<file path="config.mk">
export PLATFORM = sky130hd
export DESIGN_NAME = two_marker_rle_frame_decoder
export DESIGN_NICKNAME = d
export VERILOG_FILES = /design/src/rtl/core/tmrle_pkg.sv /design/src/rtl/core/two_marker_rle_frame_decoder.sv /design/src/rtl/core/tmrle_tok.sv /design/src/rtl/core/tmrle_out.sv
export SDC_FILE = /design/constraint.sdc
export NUM_CORES = 1
export LEC_CHECK = 0
export ABC_AREA = 1
export BUFFER_PORTS_ARGS = -buffer_cell sky130_fd_sc_hd__buf_4
export CORE_MARGIN = 2
export CORE_UTILIZATION = 58
export DETAILED_ROUTE_END_ITERATION = 8
export PLACE_DENSITY = 0.85
export SYNTH_ARGS = -nofsm -noshare
export SYNTH_HDL_FRONTEND = slang
export SYNTH_SLANG_ARGS = --single-unit
</file>
<file path="constraint.sdc">
create_clock -name i_clk -period 8.3 [get_ports i_clk]
set_input_delay 1.245 -clock i_clk [delete_from_list [all_inputs] [get_ports i_clk]]
set_output_delay 1.245 -clock i_clk [all_outputs]
set_load 0.02 [all_outputs]
</file>
<file path="src/rtl/core/tmrle_pkg.sv">
// shared types and constants for the two-marker run-length frame decoder
// no dependencies
`default_nettype none

package tmrle_pkg;

    localparam int unsigned BYTE_W  = 8;
    localparam int unsigned LEN_W   = 9;
    localparam int unsigned FRAME_W = 17;
    localparam int unsigned FRAME_MAX_CODE = (1 << FRAME_W) - 1;
    localparam logic [FRAME_W-1:0] FRAME_SIZE_RST = 17'd4096;

    typedef enum logic [7:0] {
        PH_FILL    = 8'b0000_0001,
        PH_MARK_A  = 8'b0000_0010,
        PH_MARK_B  = 8'b0000_0100,
        PH_TOKEN   = 8'b0000_1000,
        PH_A_COUNT = 8'b0001_0000,
        PH_B_COUNT = 8'b0010_0000,
        PH_B_VALUE = 8'b0100_0000,
        PH_FULL    = 8'b1000_0000
    } t_phase;

    typedef struct packed {
        logic              emit;
        logic [BYTE_W-1:0] value;
        logic [LEN_W-1:0]  length;
        logic              full;
    } t_run;

endpackage

`default_nettype wire

</file>
<file path="src/rtl/core/two_marker_rle_frame_decoder.sv">
// two-marker run-length frame decoder, top level with register port
// depends on tmrle_pkg, tmrle_tok, tmrle_out
//
// input channel: one compressed byte per transfer (i_in_valid, o_in_stall),
// header bytes first (fill value, marker a, marker b), i_stream_end on the
// last byte of a frame returns the decoder to the header phase
// output channel: one (value, length, frame full) run per transfer
// (o_out_valid, i_out_stall); a byte that completes no run gives nothing
// a run is registered and shown in the cycle after the byte that completes it
// throughput: one byte per cycle unless stalled, set by the single result register
// o_in_stall rises only while a result is held and the receiver stalls
// frame_size at byte address 0 of the register port resets to 4096; the size
// in use saturates at MAX_FRAME_BYTES; write it only while the block is idle
// reset: synchronous, clears the phase, written count and result valid
`default_nettype none

module two_marker_rle_frame_decoder #(
    parameter int unsigned MAX_FRAME_BYTES = 65536
) (
    input  wire logic                         i_clk,
    input  wire logic                         i_rst_n,
    input  wire logic                         i_in_valid,
    output wire logic                         o_in_stall,
    input  wire logic [tmrle_pkg::BYTE_W-1:0]  i_in_byte,
    input  wire logic                         i_stream_end,
    output wire logic                         o_out_valid,
    input  wire logic                         i_out_stall,
    output wire logic [tmrle_pkg::BYTE_W-1:0]  o_run_value,
    output wire logic [tmrle_pkg::LEN_W-1:0]   o_run_length,
    output wire logic                         o_frame_full,
    input  wire logic                         psel,
    input  wire logic                         penable,
    input  wire logic                         pwrite,
    input  wire logic [2:0]                   paddr,
    input  wire logic [31:0]                  pwdata,
    output wire logic [31:0]                  prdata,
    output wire logic                         pready
);
    import tmrle_pkg::*;

    localparam int unsigned SIZE_CAP =
        (MAX_FRAME_BYTES > FRAME_MAX_CODE) ? FRAME_MAX_CODE : MAX_FRAME_BYTES;

    logic [FRAME_W-1:0] r_frame_size;
    logic [FRAME_W-1:0] size_eff;
    logic               busy;
    logic               take;
    logic               reg_hit;
    t_run               run;

    assign pready  = 1'b1;
    assign reg_hit = (paddr[2] == 1'b0);
    assign prdata  = reg_hit ? {{(32-FRAME_W){1'b0}}, r_frame_size} : '0;

    always_ff @(posedge i_clk) begin
        if (!i_rst_n) begin
            r_frame_size <= FRAME_SIZE_RST;
        end else if (psel && penable && pwrite && reg_hit) begin
            r_frame_size <= pwdata[FRAME_W-1:0];
        end
    end

    always_comb begin
        if (32'(r_frame_size) > SIZE_CAP) begin
            size_eff = FRAME_W'(SIZE_CAP);
        end else begin
            size_eff = r_frame_size;
        end
    end

    assign o_in_stall = busy;
    assign take       = i_in_valid & ~busy;

    tmrle_tok u_tok (
        .i_clk        (i_clk),
        .i_rst_n      (i_rst_n),
        .i_take       (take),
        .i_in_byte    (i_in_byte),
        .i_stream_end (i_stream_end),
        .i_size       (size_eff),
        .o_run        (run)
    );

    tmrle_out u_out (
        .i_clk        (i_clk),
        .i_rst_n      (i_rst_n),
        .i_take       (take),
        .i_run        (run),
        .i_out_stall  (i_out_stall),
        .o_busy       (busy),
        .o_out_valid  (o_out_valid),
        .o_run_value  (o_run_value),
        .o_run_length (o_run_length),
        .o_frame_full (o_frame_full)
    );

endmodule

`default_nettype wire

</file>
<file path="src/rtl/core/tmrle_tok.sv">
// token decoder: header capture, marker matching and run clipping
// depends on tmrle_pkg
`default_nettype none

module tmrle_tok (
    input  wire logic                         i_clk,
    input  wire logic                         i_rst_n,
    input  wire logic                         i_take,
    input  wire logic [tmrle_pkg::BYTE_W-1:0]  i_in_byte,
    input  wire logic                         i_stream_end,
    input  wire logic [tmrle_pkg::FRAME_W-1:0] i_size,
    output tmrle_pkg::t_run                   o_run
);
    import tmrle_pkg::*;

    t_phase              r_phase, n_phase;
    logic [BYTE_W-1:0]   r_fill, n_fill;
    logic [BYTE_W-1:0]   r_mark_a, n_mark_a;
    logic [BYTE_W-1:0]   r_mark_b, n_mark_b;
    logic [BYTE_W-1:0]   r_pending, n_pending;
    logic [FRAME_W-1:0]  r_written, n_written;

    t_phase              tok_phase;
    logic                done;
    logic [BYTE_W-1:0]   run_val;
    logic [LEN_W-1:0]    run_cnt;
    logic [FRAME_W-1:0]  remaining;
    logic [LEN_W-1:0]    run_len;
    logic [FRAME_W-1:0]  sum;
    logic                hit_full;

    // token completion and its run before clipping
    always_comb begin
        tok_phase = r_phase;
        n_fill    = r_fill;
        n_mark_a  = r_mark_a;
        n_mark_b  = r_mark_b;
        n_pending = r_pending;
        done      = 1'b0;
        run_val   = i_in_byte;
        run_cnt   = LEN_W'(1);
        unique case (r_phase)
            PH_FILL: begin
                n_fill    = i_in_byte;
                tok_phase = PH_MARK_A;
            end
            PH_MARK_A: begin
                n_mark_a  = i_in_byte;
                tok_phase = PH_MARK_B;
            end
            PH_MARK_B: begin
                n_mark_b  = i_in_byte;
                tok_phase = PH_TOKEN;
            end
            PH_TOKEN: begin
                if (i_in_byte == r_mark_a) begin
                    tok_phase = PH_A_COUNT;
                end else if (i_in_byte == r_mark_b) begin
                    tok_phase = PH_B_COUNT;
                end else begin
                    done = 1'b1;
                end
            end
            PH_A_COUNT: begin
                done    = 1'b1;
                run_val = r_fill;
                run_cnt = {1'b0, i_in_byte} + LEN_W'(1);
            end
            PH_B_COUNT: begin
                n_pending = i_in_byte;
                tok_phase = PH_B_VALUE;
            end
            PH_B_VALUE: begin
                done    = 1'b1;
                run_cnt = {1'b0, r_pending} + LEN_W'(1);
            end
            PH_FULL: begin
                tok_phase = PH_FULL;
            end
            default: begin
                tok_phase = PH_FILL;
            end
        endcase
    end

    // clip against the space left in the frame
    always_comb begin
        n_phase   = tok_phase;
        remaining = (r_written < i_size) ? (i_size - r_written) : '0;
        if ({{(FRAME_W-LEN_W){1'b0}}, run_cnt} < remaining) begin
            run_len = run_cnt;
        end else begin
            run_len = remaining[LEN_W-1:0];
        end
        sum      = r_written + {{(FRAME_W-LEN_W){1'b0}}, run_len};
        hit_full = (sum >= i_size);
        n_written = r_written;

        o_run.emit   = 1'b0;
        o_run.value  = run_val;
        o_run.length = run_len;
        o_run.full   = hit_full;

        if (done) begin
            if (remaining == '0) begin
                n_phase = PH_FULL;
            end else begin
                o_run.emit = 1'b1;
                n_written  = sum;
                n_phase    = hit_full ? PH_FULL : PH_TOKEN;
            end
        end
    end

    always_ff @(posedge i_clk) begin
        if (!i_rst_n) begin
            r_phase   <= PH_FILL;
            r_written <= '0;
        end else if (i_take) begin
            if (i_stream_end) begin
                r_phase   <= PH_FILL;
                r_written <= '0;
            end else begin
                r_phase   <= n_phase;
                r_written <= n_written;
            end
        end
    end

    always_ff @(posedge i_clk) begin
        if (i_take) begin
            r_fill    <= n_fill;
            r_mark_a  <= n_mark_a;
            r_mark_b  <= n_mark_b;
            r_pending <= n_pending;
        end
    end

endmodule

`default_nettype wire

</file>
<file path="src/rtl/core/tmrle_out.sv">
// result register between the token decoder and the output channel
// depends on tmrle_pkg
`default_nettype none

module tmrle_out (
    input  wire logic                        i_clk,
    input  wire logic                        i_rst_n,
    input  wire logic                        i_take,
    input  wire tmrle_pkg::t_run             i_run,
    input  wire logic                        i_out_stall,
    output wire logic                        o_busy,
    output wire logic                        o_out_valid,
    output wire logic [tmrle_pkg::BYTE_W-1:0] o_run_value,
    output wire logic [tmrle_pkg::LEN_W-1:0]  o_run_length,
    output wire logic                        o_frame_full
);
    import tmrle_pkg::*;

    logic              r_valid;
    logic [BYTE_W-1:0] r_value;
    logic [LEN_W-1:0]  r_length;
    logic              r_full;

    // a held result blocks a new transfer only while the receiver stalls
    assign o_busy = r_valid & i_out_stall;

    always_ff @(posedge i_clk) begin
        if (!i_rst_n) begin
            r_valid <= 1'b0;
        end else if (i_take) begin
            r_valid <= i_run.emit;
        end else if (!i_out_stall) begin
            r_valid <= 1'b0;
        end
    end

    always_ff @(posedge i_clk) begin
        if (i_take && i_run.emit) begin
            r_value  <= i_run.value;
            r_length <= i_run.length;
            r_full   <= i_run.full;
        end
    end

    assign o_out_valid  = r_valid;
    assign o_run_value  = r_value;
    assign o_run_length = r_length;
    assign o_frame_full = r_full;

endmodule

`default_nettype wire

</file>
; ---- Yosys cells after proc, flatten, opt, wreduce, memory -nomap -nowiden
; Index checks and enable logic that the tools add are counted.
[word_totals]
input_bits = 51
wordCells = 73
register_bits = 93
output_inout_bits = 53
[op_classes]
reduce_logical = 13
n_mux = 23
n_lt_le_gt_ge = 4
bitwise_logic = 4
eq_ne = 14
addsub = 4
[op_table]
columns = cell, count
row1 = $mux 17, 6
row2 = $mux 8, 7
row3 = $pmux 8 s7, 1
row4 = $add 8x1->9 const B, 2
row5 = $pmux 9 s2, 1
row6 = $add 17x9->17, 1
row7 = $ge 17x17->1, 1
row8 = $gt 17x17->1 const B, 1
row9 = $logic_not 17->1, 1
row10 = $lt 17x17->1, 1
row11 = $lt 9x17->1, 1
row12 = $sub 17x17->17, 1
row13 = $eq 8x8->1, 2
row14 = $mux 9, 1
row15 = $eq 8x1->1 const B, 1
row16 = $eq 8x2->1 const B, 1
row17 = $eq 8x3->1 const B, 1
row18 = $eq 8x4->1 const B, 1
row19 = $eq 8x5->1 const B, 1
row20 = $eq 8x6->1 const B, 1
row21 = $eq 8x7->1 const B, 1
row22 = $eq 8x8->1 const B, 1
row23 = $reduce_and 2->1, 4
row24 = $mux 1, 6
row25 = 11 further kinds, 17

; ---- Longest topological paths before layout
; Gate-level depths: netlist of run 1.
[logic_depth]
depth_word = 12
mapped_depth = 50
depth_no_buf = 48

; ---- Hierarchy
; A second synthesis of run 1 with hierarchy kept.
[unflattened]
hier_cells = 953
hier_area_um2 = 7154.4
[modules_own_cells]
columns = module, cells_per_inst, area_each_um2, seq_area_each_um2, instances
row1 = tmrle_tok, 777, 5485.3, 1461.4, 1
row2 = two_marker_rle_frame_decoder, 149, 1067.3, 340.3, 1
row3 = tmrle_out, 27, 601.8, 560.5, 1

; ---- Worst setup path after synthesis of run 1
; No wires, ideal clock.
[synth_path]
path_type = reg2reg
start = register r_frame_size[15]
end = register u_tok.r_phase[7]
stages_incl_launch_ff = 49
period_less_slack_ns = 6.236
setup_ns = 0.132
t_arrival_ns = 6.103
n_path_buf = 2
required_time_ns = 8.168
setup_slack_ns = 2.064
path_cell_list = dfxtp_1 > inv_1 > nand4_1 > o41ai_1 > inv_1 > clkbuf_1 > nor2_1 > inv_1 > ha_1 > inv_1 > fa_1 > nand2_1 > nand2_1 > nand3_1 > nand2_1 > xor2_1 > nand2_1 > ha_1 > (+13 left out) > nand2_1 > o211ai_1 > nand3_1 > nand2_1 > nand2_1 > nor2_1 > xor2_1 > ha_1 > nand2_1 > inv_1 > a31oi_1 > o21ai_0 > a21oi_1 > o211ai_1 > nor2_1 > nand3_1 > nand3_1 > a21oi_1
[synth_rtl]
columns = item, line_no
row1 = start: declaration, two_marker_rle_frame_decoder.sv:44  ; logic [FRAME_W-1:0] r_frame_size;
row2 = start signal: assignment, two_marker_rle_frame_decoder.sv:59  ; r_frame_size <= pwdata[FRAME_W-1:0];
row3 = end signal: assignment, tmrle_tok.sv:124  ; r_phase <= n_phase;
row4 = end: declaration, tmrle_tok.sv:16  ; t_phase r_phase, n_phase;

==> results of run 1 <==
-- registers in the layout, indices dropped and copies added (netlist names) --
register and count:
u_out.o_run_length 9, u_tok.r_written 17, u_tok.r_pending 8, u_out.o_out_valid 1, u_tok.r_mark_a 8, u_tok.r_fill 8, u_out.o_run_value 8, u_out.o_frame_full 1
r_frame_size 17, u_tok.r_mark_b 8, u_tok.r_phase 8
-- cells in the mapped netlist, drive strengths merged --
| cell type | number |
|---|---|
| nand3b | 6 |
| nand3 | 50 |
| clkbuf | 13 |
| a21oi | 78 |
| o2111ai | 1 |
| buf | 26 |
| fa | 2 |
| or2 | 3 |
| nor4 | 6 |
| mux2 | 1 |
| conb | 2 |
| dfxtp | 43 |
| o211ai | 6 |
| o21a | 2 |
| nor2 | 90 |
| nand2 | 207 |
| and3 | 1 |
| edfxtp | 50 |
| xnor2 | 11 |
| and2 | 2 |
| a21boi | 1 |
| and3b | 1 |
| xor2 | 22 |
| inv | 157 |
| o21ai | 44 |
| a31oi | 2 |
| nor3 | 8 |
| nand4 | 34 |
| ha | 53 |
| o41ai | 1 |
| nor3b | 3 |
| a21o | 1 |
| a211oi | 1 |
| o311ai | 1 |
-- layer usage --
| metal | vias up | part of all wire [%] | track usage [%] |
|---|---|---|---|
| met5 | - | 0 | 0 |
| met4 | 0 | 1.6 | 8.29 |
| met3 | 23 | 8.0 | 4.98 |
| met2 | 232 | 46 | 41.5 |
| met1 | 2857 | 45 | 35.3 |
| li1 | 3128 | - | - |
-- worst register-to-register path: cells and delay by family (launching register included) --
family / cells / cell delay, ns
adder cells (fa/ha/maj): 5 / 1.29
flip-flops: 1 / 0.31
AND/OR/NAND/NOR: 25 / 3.05
AO/OA/AOI/OAI: 10 / 2.12
XOR/XNOR: 1 / 0.25
buffers and inverters: 4 / 0.44
-- cell families (layout without fill, tap and decap cells) --
logic type / count (synthesis) / after routing / synth area share, %
simple gates: 411 / 411 / 27.5
buf+inv: 196 / 245 / 12.3
compound gates: 138 / 138 / 11.0
flops: 93 / 93 / 34.4
fa+ha+maj: 55 / 55 / 10.2
xor+xnor: 33 / 33 / 4.21
other cells: 2 / 16 / 0.109
mux: 1 / 1 / 0.164
-- area by class of cell --
cell class,instances,area [um^2]
fillers,978,3780
repair buffers,72,541
well taps,143,179
multi-input cells,654,3720
clock buffers,9,225
clock inverters,7,70.1
inverters,157,589
flip-flops and latches,93,2360
-- how the worst max path moves through the flow --
stage                            end  slack [ns]  cells after the start
global placement    u_tok.r_phase[3]        1.03                     47
finish              u_tok.r_phase[3]        0.77                     45
global route        u_tok.r_phase[3]        0.04                     47
floorplan           u_tok.r_phase[7]        2.06                     48
detailed placement  u_tok.r_phase[3]        0.87                     48
CTS                 u_tok.r_phase[3]        0.81                     48
-- layout by cell type, fill, tap and decap left out, drive strengths merged, types with 6 or more instances in the layout --
master,instances
a21oi,78
buf,72
clkbuf,9
conb,16
dfxtp,43
edfxtp,50
ha,53
inv,160
nand2,207
nand3,50
nand3b,6
nand4,34
nor2,90
nor3,8
nor4,6
o211ai,6
o21ai,44
xnor2,11
xor2,22
-- power by group --
part	total, mW	internal, mW	switching, mW
logic	0.240	0.0816	0.159
clock network	0.411	0.211	0.200
registers	0.494	0.492	0.00229
total	1.15	0.784	0.361
-- through the flow --
step / std cells / setup WS [ns] / power (mW)
6_report: 1135 / 0.767 / 1.15
5_1_grt: 1135 / 0.0358 / 1.20
4_1_cts: 1135 / 0.815 / 1.15
3_5_place_dp: 1119 / 0.874 / 0.739
3_3_place_gp: 1119 / 1.03 / 0.733
2_1_floorplan: 943 / 2.06 / 0.694
==> results by group, run 1 <==
Status
  • Status: finished, final reports clean

Critical path
  • CP required: 8.58 ns
  • FF-to-FF Start: r_frame_size[12]
  • WP data arrival: just under 8 ns
  • Critical Path Max Stage Delay: 0.42 ns
  • Most frequent CP cell: nand2_1
  • Buf/Inv on CP: 4
  • Cell family with most CP delay: simple AND/OR/NAND/NOR gates
  • Worst R2R End: u_tok.r_phase[3]
  • Reg2Reg Setup Slack: roughly 0.77 ns
  • Crit Path Class: reg2reg
  • CP Capture Type: register
  • Slowest CP cell: o41ai_1
  • R2r worst-path depth: 45
  • Crit-path max FO: 16
  • Startpoint Class: register
  • Crit path from: r_frame_size[12]

STA
  • Worst slew margin: 42.1%
  • Setup violators final: 0
  • Hold Fails Final Rpt: 0
  • Fmax: approximately 0.13 GHz
  • Final Cycle Share: between 90% and 100%
  • Worst slew pin tran: ~0.86 ns
  • Fin crit period: 7.53 ns
  • Setup Skew: about 0.0073 ns
  • Fin Setup TNS: 0 ns
  • Slew Viols, Final: 0
  • Unrepaired setup endpoints after global routing: false
  • Hold WS: just under 0.5 ns

CTS
  • Hold-fix buffers at CTS: 0
  • Resize count post-CTS: 0
  • H-tree depth: 3
  • Clock sinks: just over 90
  • CTS buffer count: 9
  • Worst-skew pair later-pin latency: 0.36 ns
  • CTS max path bufs: 2
  • Reg clk slew, reported paths: approximately 0.070 ns
  • CTS tree: built
  • Post-CTS Setup Bufs: 0
  • Clk Tree Root Cell: clkbuf_16

Power and ir drop
  • Static Leak: 3.66 nW
  • Maximum vdd drop: between 0.1 and 0.15 mV
  • Power density over cell area: ~150 nW/um^2

Drt
  • Final ANT Viol Nets: 0
  • Drt total wl: between 15 and 20 mm
  • Iteration-0 DRC Markers: 520
  • Vias per cell: around 5.5
  • WL/cell: 14.1 um
  • Initial DRT Pass Iterations: 5
  • Vias: roughly 6,200
  • DRC Markers: 0

Placement
  • Port bufs: 70
  • Gp weighted congestion: between 0.8 and 0.9
  • Post-DP HPWL: 12.2 mm
  • Post-DP Area: 7380 um^2

Die
  • Starting Density: 59.9%
  • Overall die width: 113 um
  • Die Area: ~13,000 um^2
  • Rows: 39
  • Die height: 113 um
  • Core area: between 10,000 and 15,000 um^2
  • I/O Pins: 104

Finish
  • Post-layout nets: between 1,000 and 1,500
  • Share of layout cells above drive strength 1: a little over an eighth
  • Fin area: between 7000 and 8000 um^2
  • Diode count: 0
  • Area Overhead vs Synth: 11.9%
  • Final core occ: 67.0%

Global routing
  • All-Layer GR Usage: 25.8%
  • Antenna violations before repair: 0
  • Vias in the first global route: 5,669
  • Largest net degree at the start of global routing: 33
  • First-pass GRT wire length: ~27 mm
  • Global route overflow: 0

Logic synthesis
  • Avg Cell Area, Syn: 7.39 um^2
  • Synth Register Bits: 93
  • Area leader, netlist: edfxtp_1
  • Post-Syn Area: between 6000 and 7000 um^2
  • Area share of the largest cell type after synthesis: between 20 and 25%
  • Yosys warning count: 0
  • Main area contributors after synthesis: edfxtp_1 22%, dfxtp_1 13%, nand2_1 11%, ha_1 9.7%, inv_1 8.1%
  • Register area share after synthesis: between 30% and 40%
  • Gate Count Post-Synth: 929
  • Number of library cell types mapped by synthesis: between 40 and 50

Worst hold path
  • HP Class: reg2reg
  • Hold endpoint: u_tok.r_phase[6]
  • Hold depth: 2
  • HP Start: u_tok.r_phase[6]

Flow run
  • Max Cap Violations: 0
No activity file was read; power rests on OpenSTA's default activity.
==> inputs of run 2 (changes only) <==
CORE_UTILIZATION = 60   (was 58)
CTS_BUF_LIST = sky130_fd_sc_hd__clkbuf_4   (was not set)
PLACE_DENSITY = 0.87   (was 0.85)
==> results by group, run 2 (synthesized netlist as in run 1, its figures left out) <==
Status
  • Status: finished, final reports clean

Finish
  • Area Overhead vs Synth: 10.1%
  • Most frequent cells in the layout: 196 x nand2_1, 148 x inv_1, 81 x nor2_1
  • Diode count: 0
  • Post-layout nets: between 1,000 and 1,500
  • Commonest non-fill, non-tap cell in the layout: nand2_1
  • Share of layout cells above drive strength 1: 13.7%

Drt
  • Uppermost routed layer: met4
  • WL/cell: roughly 14 um
  • Drt total wl: approximately 15 mm
  • DRC Markers: 0
  • Iteration-0 DRC Markers: between 400 and 500
  • Met2 WL: around 7.1 mm
  • Vias per cell: around 5.4
  • Final ANT Viol Nets: 0
  • Initial DRT Pass Iterations: 8
  • M1 wire length: between 7 and 8 mm
  • Metal3 WL: about 1.1 mm
  • Vias: 6,161

STA
  • Worst slew margin: between 40% and 50%
  • Final Cycle Share: about nine tenths
  • Fmax: between 0.1 and 0.15 GHz
  • Slew Viols, Final: 0
  • Hold Fails Final Rpt: 0
  • Unrepaired setup endpoints after global routing: false
  • Setup Skew: roughly 0.021 ns
  • Fin crit period: 7.59 ns
  • Final setup margin: 0.706 ns
  • Worst slew pin tran: slightly below 0.9 ns
  • Setup violators final: 0
  • Fin Setup TNS: 0 ns

CTS
  • CTS max path bufs: 2
  • CTS tree: built
  • H-tree depth: 3
  • Clock sinks: a little over 90
  • Hold-fix buffers at CTS: 0
  • Clk Tree Root Cell: clkbuf_4
  • CTS buffer count: 9
  • Reg clk slew, reported paths: 0.16 ns
  • Worst-skew pair later-pin latency: approximately 0.47 ns

Placement
  • Port bufs: 70
  • Place WS: 0.689 ns
  • Gp weighted congestion: roughly 0.9
  • Post-DP HPWL: ~12 mm

Critical path
  • Most frequent CP cell: nand2_1
  • Slowest CP cell: o41ai_1
  • Crit Path Class: reg2reg
  • WP data arrival: roughly 8.0 ns
  • Buf/Inv on CP: 6
  • CP required: between 8 and 9 ns
  • Cell family with most CP delay: simple AND/OR/NAND/NOR gates
  • Crit-path max FO: 16
  • Critical Path Max Stage Delay: around 0.43 ns
  • Startpoint Class: register
  • CP Capture Type: register

Die
  • Die Area: 12,300 um^2
  • Core area: 11,300 um^2
  • Rows: 39
  • Starting Density: 60.9%
  • Die height: ~110 um
  • I/O Pins: ~100
  • Overall die width: around 110 um

Global routing
  • Antenna violations before repair: 0
  • Vias in the first global route: ~5,500
  • All-Layer GR Usage: approximately a quarter
  • Largest net degree at the start of global routing: 33
  • First-pass GRT wire length: 25.5 mm
  • Global route overflow: 0

Power and ir drop
  • Net Sw Frac: 34.4%
  • Static Leak: ~3.6 nW
  • Seq pwr share: about 50%
  • P_int: roughly 0.65 mW
  • Power density over cell area: approximately 130 nW/um^2
  • Switch Pwr: 0.340 mW
  • Maximum vdd drop: roughly 0.11 mV
  • Clock Power Share: between 20% and 30%
  • Comb power frac: 25.1%

Flow run
  • Max Cap Violations: 0

Worst hold path
  • HP Class: reg2reg
## run 2: stage by stage
stage / hold slack [ns] / instances / cell area (um^2) / util (%) / power [mW]
final: 0.492 / 1137 / 7560 / 67.1 / 0.988
after detailed placement: 0.473 / 1119 / 7380 / 65.5 / 0.741
after global placement: 0.468 / 1119 / 7380 / 65.5 / 0.735
after CTS: 0.493 / 1135 / 7520 / 66.7 / 0.978
after floorplan: 0.458 / 943 / 6920 / - / 0.694
after global routing: 0.514 / 1137 / 7560 / 67.1 / 1.03
## run 2: per-layer routing
layer,GRT usage [%],up-vias
met1,35.5,2756
met3,3.94,31
met2,40.2,240
met4,7.25,0
met5,0,-
li1,-,3134
## run 2: area by class of cell
cell class	instances	area, um^2
sequential	93	2360
inverter	157	589
timing repair buffer	74	568
fill	971	3710
multi-input combinational	654	3720
clock buffer	9	67.6
tap	143	179
clock inverter	7	67.6
## run 2: path summary, 6_finish.rpt
| path | slack (ns) | from | end | cells past startpoint |
|---|---|---|---|---|
| min | 0.49 | u_tok.r_phase[2] | u_tok.r_phase[2] | 2 |
| max reg2reg | 0.71 | r_frame_size[11] | u_tok.r_phase[3] | 48 |
| min reg2reg | 0.49 | u_tok.r_phase[2] | u_tok.r_phase[2] | 2 |
| max | 0.71 | r_frame_size[11] | u_tok.r_phase[3] | 48 |
## run 2: power groups by stage
stage | Clock, mW | Combinational (mW) | Sequential (mW)
global route | 0.262 | 0.277 | 0.495
global placement | 0 | 0.231 | 0.504
CTS | 0.247 | 0.237 | 0.494
floorplan | 0 | 0.190 | 0.504
detailed placement | 0 | 0.237 | 0.504
finish | 0.246 | 0.248 | 0.494
## run 2: repair_timing
action,4_1_cts,5_1_grt
setup buffers,0,2
setup endpoints to repair,0,3
gates resized for setup,0,4
## run 2: tightest hold or removal path, delay by kind of cell, from the launching register on
kind	cells	cell delay, ns
flops	1	0.35
simple gates	1	0.06
compound gates	1	0.06
